## src/design/cstl_pkg.sv

```systemverilog
// Shared types and constants for the CD sector-to-track locator.
// No dependencies; imported by every module of the block.
`default_nettype none

package cstl_pkg;

  localparam int MAX_TRACKS_DEF = 128;

  localparam logic [11:0] LONG_SECTOR  = 12'd2352;
  localparam logic [11:0] SHORT_SECTOR = 12'd2048;
  localparam logic [31:0] HEADER_SKIP  = 32'd16;

  typedef enum logic [1:0] {
    CMD_WRITE = 2'd0,
    CMD_AUDIO = 2'd1,
    CMD_DATA  = 2'd2,
    CMD_NONE  = 2'd3
  } cmd_t;

  typedef enum logic [1:0] {
    ST_IDLE,
    ST_SCAN,
    ST_CALC
  } lk_state_t;

  // One track table entry.
  typedef struct packed {
    logic [23:0] start;
    logic [23:0] count;
    logic [31:0] offset;
    logic        short_flag;
    logic [6:0]  file;
  } entry_t;

  // Scan token handed from cell to cell, carrying the best entry so far.
  typedef struct packed {
    logic   valid;
    logic   run;
    logic   found;
    entry_t ent;
  } scan_tok_t;

  // One lookup result.
  typedef struct packed {
    logic [6:0]  track_index;
    logic        in_range;
    logic [6:0]  src_file;
    logic [31:0] byte_offset;
    logic [11:0] read_length;
    logic [23:0] relative_sector;
  } result_t;

endpackage

`default_nettype wire

```

## src/design/cstl_cell.sv

```systemverilog
// One cell of the track table chain: holds a single entry and advances the scan token.
// Depends on cstl_pkg.
`default_nettype none

module cstl_cell import cstl_pkg::*; #(
  parameter int IDX_W    = 7,
  parameter int CELL_IDX = 0
) (
  input  wire logic             clk,
  input  wire logic             rst_n,
  input  wire logic             wr_en,
  input  wire logic [6:0]       wr_idx,
  input  wire entry_t           wr_entry,
  input  wire logic [23:0]      sector,
  input  wire logic [IDX_W-1:0] hint,
  input  wire logic [7:0]       count,
  input  wire scan_tok_t        tok_in,
  input  wire logic [IDX_W-1:0] idx_in,
  output scan_tok_t             tok_out,
  output logic [IDX_W-1:0]      idx_out
);

  localparam logic [7:0]       CELL_ID8 = 8'(CELL_IDX);
  localparam logic [IDX_W-1:0] CELL_ID  = IDX_W'(CELL_IDX);

  entry_t           ent_r;
  scan_tok_t        tok_r, tok_nxt;
  logic [IDX_W-1:0] idx_r, idx_nxt;
  logic             take;

  always_ff @(posedge clk) begin
    if (wr_en && ({1'b0, wr_idx} == CELL_ID8)) begin
      ent_r <= wr_entry;
    end
  end

  // Restart at the hint cell when it qualifies, otherwise continue the running scan.
  always_comb begin
    take = tok_in.valid && (tok_in.run || (hint == CELL_ID)) &&
           (CELL_ID8 < count) && (ent_r.start <= sector);
    tok_nxt       = tok_in;
    tok_nxt.run   = take;
    tok_nxt.found = tok_in.found || take;
    idx_nxt       = idx_in;
    if (take) begin
      tok_nxt.ent = ent_r;
      idx_nxt     = CELL_ID;
    end
  end

  always_ff @(posedge clk) begin
    if (!rst_n) begin
      tok_r.valid <= 1'b0;
      tok_r.run   <= 1'b0;
      tok_r.found <= 1'b0;
    end else begin
      tok_r <= tok_nxt;
      idx_r <= idx_nxt;
    end
  end

  assign tok_out = tok_r;
  assign idx_out = idx_r;

endmodule

`default_nettype wire

```

## config.mk

```make
export PLATFORM = sky130hd
export DESIGN_NAME = cstl_cell
export DESIGN_NICKNAME = d
export VERILOG_FILES = /design/src/design/cstl_pkg.sv /design/src/design/cstl_cell.sv
export SDC_FILE = /design/constraint.sdc
export NUM_CORES = 1
export LEC_CHECK = 0
export BUFFER_PORTS_ARGS = -buffer_cell sky130_fd_sc_hd__buf_2
export CORE_MARGIN = 2
export CORE_UTILIZATION = 25
export DETAILED_ROUTE_END_ITERATION = 10
export GPL_TIMING_DRIVEN = 0
export PLACE_DENSITY = 0.49
export SLEW_MARGIN = 20
export SYNTH_ARGS = -nofsm -noshare
export SYNTH_HDL_FRONTEND = slang
export SYNTH_SLANG_ARGS = --single-unit
```

## constraint.sdc

```tcl
create_clock -name clk -period 5.1 [get_ports clk]
set_input_delay 0.51 -clock clk [delete_from_list [all_inputs] [get_ports clk]]
set_output_delay 0.51 -clock clk [all_outputs]
set_load 0.05 [all_outputs]
```

### Word-level counts from Yosys, hierarchy flattened

Index checks and enable logic that the tools add are counted.

| storage, ports and cells | value |
|---|---|
| flip-flop bits (word level) | 186 |
| output and inout bits | 98 |
| word-level logic and storage cells | 25 |

| operators by class | value |
|---|---|
| multiplexer cells | 1 |
| $lt $le $gt $ge | 2 |
| reductions and logical operators | 8 |

Operators with widths:

| cell | count |
|---|---|
| 2-to-1 mux 88 bit | 1 |
| less-or-equal comparator 24 bit | 1 |
| zero test 7 bit | 2 |
| less-than comparator 1 x 8 -> 1 bit (first input constant) | 1 |
| logical AND 1 bit | 4 |
| logical OR 1 bit | 2 |

### Depth between registers and ports, before layout

| logic depth | value |
|---|---|
| depth after elaboration | 6 |
| depth in mapped cells | 10 |
| gate-level depth less buffers | 8 |

### Worst setup path before layout

Ideal clock, no wire load.

| path | value |
|---|---|
| path type | input to register |
| start point | input port wr_idx[1] |
| end point | register ent_r[0] (netlist bit), enable pin |
| buffers on the path | 0 |
| data required time | 4.642 ns |
| data arrival time | 2.923 ns |
| stages | 2 |
| path slack | 1.720 ns |
| setup time | 0.458 ns |
| path through | nor4_1 > and4b_1 |

| between the ends | value |
|---|---|
| cells in the longest elaborated chain, start to end | 2 |

RTL lines:

| what | RTL line | text |
|---|---|---|
| start, declared | cstl_cell.sv:12 | `input wire logic [6:0] wr_idx,` |
| zero test 7 bit | cstl_cell.sv:32 | `if (wr_en && ({1'b0, wr_idx} == CELL_ID8)) begin` |
| logical AND 1 bit | cstl_cell.sv:32 |  |
| end signal, assigned | cstl_cell.sv:33 | `ent_r <= wr_entry;` |
| end, declared | cstl_cell.sv:26 | `entry_t ent_r;` |

No other way between the ends.
A chain may end at the register's enable or synchronous reset.

==> impl_metrics.toml <==
[status]
status = "complete, no violations"

[synth]
synth.top_cell.area_share = 0.741
syn_area_um2 = 7420
synthCells = 390
synthTopCellsByCount = "edfxtp_1 (183), mux2_2 (58), inv_1 (26), ha_1 (24), mux2_4 (16)"
syn_avg_cell_area_um2 = 19.0
synth_warnings = 0
synthMostInstantiatedCell = "edfxtp_1"
synth.largest_area_cell = "edfxtp_1"
synth-edff-count = 183
synth_area_leaders = "edfxtp_1 (74%), mux2_2 (8.8%), ha_1 (4.0%)"
ys_async_sr_fraction = 0
synth_ff_type = "edfxtp_1"
ys_ff_latch = 186
synth_nets = 649
ys_seq_area_frac = 0.749
ys_types = 31

[clocking]
clk_path_buf_depth = 2
h-tree-depth = 4
cts_buffers = 17
cts_resized = 0
clkLatencyLatePin_ps = 430
cts_hold_buf = 0
cts_root_buf = "clkbuf_16"
cts_tree = "built"
cts.sinks = 186
clk_pin_slew_ps = 70
cts_setup_buffers = 0

[worst_setup_path]
worstPathRequired_ps = 5280
rrSetupSlack_ps = 1830
criticalPathCategory = "flip-flop to flip-flop"
timing.rr.end = "tok_out[65]$_DFFE_PP_"
cpMostUsedCell = "buf_6"
worst_path_largest_cell_delay_ps = 590
ff2ff_path_depth = 8
r2r_start = "ent_r[86]$_DFFE_PP_"
slowest_stage = "o221ai_2"
path_cells = "ha_1, nand4_1, nor4_1, o21ai_1, o221ai_2, buf_6, buf_6, mux2_1"
crit_family = "compound AO/OA/AOI/OAI gates"
crit_path_max_fanout = 10
cp.buffers_inverters = 2
cp-start-kind = "flip-flop"
crit_arrival_ps = 3450
end_kind = "flip-flop"

[power]
p_leak_nw = 4.29
p_total_mw = 3.51
power.density_nw_per_um2 = 342
pwr-share-seq = 0.499
switching_share = 0.251
pwr-share-comb = 0.126
p_switching_uw = 882
p_int_mw = 2.63
p_clk_frac = 0.375
peakVddDrop_uv = 257

[drt]
wl_um = 19000
wl_met1_um = 7400
met3_length_um = 1980
viasPerCell = 4.02
drt_iter0_drc = 136
top_layer_used = "met5"
dr_total_vias = 4625
drc_errors = 0
dr.pass1.iters = 4
antenna_left = 0
wl_per_cell_um = 16.5
wl_met2_um = 9250

[sta]
skew_ps = 9.93
period_minus_slack_ps = 3270
maxSlewViolCount = 0
rsz0062_at_grt = "false"
hold_ws_ps = 248
fmax_mhz = 306
relSlewSlack = 0.518
setup_viol = 0
min_period_over_period = 0.641
worstMarginPinSlew_ps = 722
hold_viol = 0
finalSetupTns_ps = 0

[floorplan]
core_um2 = 29400
dieHeight_um = 176
initial_utilization = 0.252
pin_count = 333
die-area_um2 = 31100
rows = 63
dieWidth_um = 176

[min_path]
hold_end = "ent_r[74]$_DFFE_PP_"
min_path_type = "input pin to flip-flop"
hold_start = "wr_entry[74]"
hold_depth = 1

[place]
gp_congestion = 0.770
hpwl_um = 14400
port_buffers = 332
dp.cells = 1115

[grt]
grt_max_degree = 53
grtUsageTotal = 0.124
grt_pass1_vias = 4911
antenna_found_initial = 6
grt_pass1_wl_um = 28100
grt-ovfl-total = 0

[finish]
fill_cells = 2900
drive_gt1_frac = 0.597
fin_nets = 1003
synthToLayoutAreaGrowth_pct = 38.1
final_cells = 1150

[flow_run]
drv_cap = 0
[cell families after synthesis]
logic type,synth area share
compound gates,0.0174
fa+ha+maj,0.0405
buf+inv,0.0231
flops,0.749
mux,0.142
simple gates,0.0285
[area by class of cell]
cell class	count	area, µm²	share of cell area
Clock buffer	18	429	0.0419
Sequential cell	186	5560	0.542
Buffer	10	73.8	0.00721
Multi-Input combinational cell	168	1700	0.165
Antenna cell	4	10.0	0.000977
Inverter	26	97.6	0.00953
Clock inverter	13	145	0.0142
Tap cell	390	488	0.0476
Timing Repair Buffer	335	1750	0.171
[power by group through the flow]
stage                     Sequential (mW)  Combinational (mW)  Clock (mW)
after global placement               1.79               0.441           0
after floorplan                      1.96              0.0938           0
final                                1.75               0.441        1.32
after global routing                 1.76               0.474        1.42
after CTS                            1.75               0.449        1.37
after detailed placement             1.79               0.448           0
[layer usage]
metal | vias up | GRT usage
met4 | 4 | 0.0537
li1 | 2221 | -
met1 | 2177 | 0.135
met5 | - | 0
met3 | 22 | 0.0592
met2 | 201 | 0.205
[sequential cells by signal, indices dropped and copies added (netlist names)]
name     flops
ent_r       88
idx_out      7
tok_out     91
[how the worst max path moves through the flow]
stage / startpoint / slack, ps / to / cells after the start
2_1_floorplan: wr_idx[1] / 1720 / ent_r[0]$_DFFE_PP_ / 2
3_3_place_gp: wr_idx[1] / 120 / ent_r[76]$_DFFE_PP_ / 3
3_5_place_dp: sector[22] / 1450 / tok_out[58]$_DFFE_PP_ / 10
4_1_cts: ent_r[86]$_DFFE_PP_ / 1650 / tok_out[65]$_DFFE_PP_ / 8
5_1_grt: ent_r[86]$_DFFE_PP_ / 1520 / tok_out[84]$_DFFE_PP_ / 8
6_report: ent_r[86]$_DFFE_PP_ / 1830 / tok_out[65]$_DFFE_PP_ / 8
[through the flow]
stage	setup WS, ps	instance area (µm²)	utilization
after floorplan	1720	7420	-
after global placement	117	9570	0.325
after detailed placement	1450	9660	0.329
after CTS	1650	10200	0.348
after global routing	1520	10200	0.348
final	1830	10200	0.348
[layout by cell type, fill, tap and decap left out, types with 3 or more instances in the layout]
cell,instances
clkinv_4,5
inv_6,3
mux2_4,16
and2_1,8
dfxtp_1,3
buf_2,336
ha_1,24
diode_2,4
nor2_1,4
mux2_1,14
nor4_1,4
clkinv_2,3
inv_1,26
buf_6,5
a21oi_1,10
nand2_1,4
edfxtp_1,183
mux2_2,58
nand3_1,3
clkbuf_16,17
nand4_1,5
buf_16,3
No activity file was read; power rests on OpenSTA's default activity.
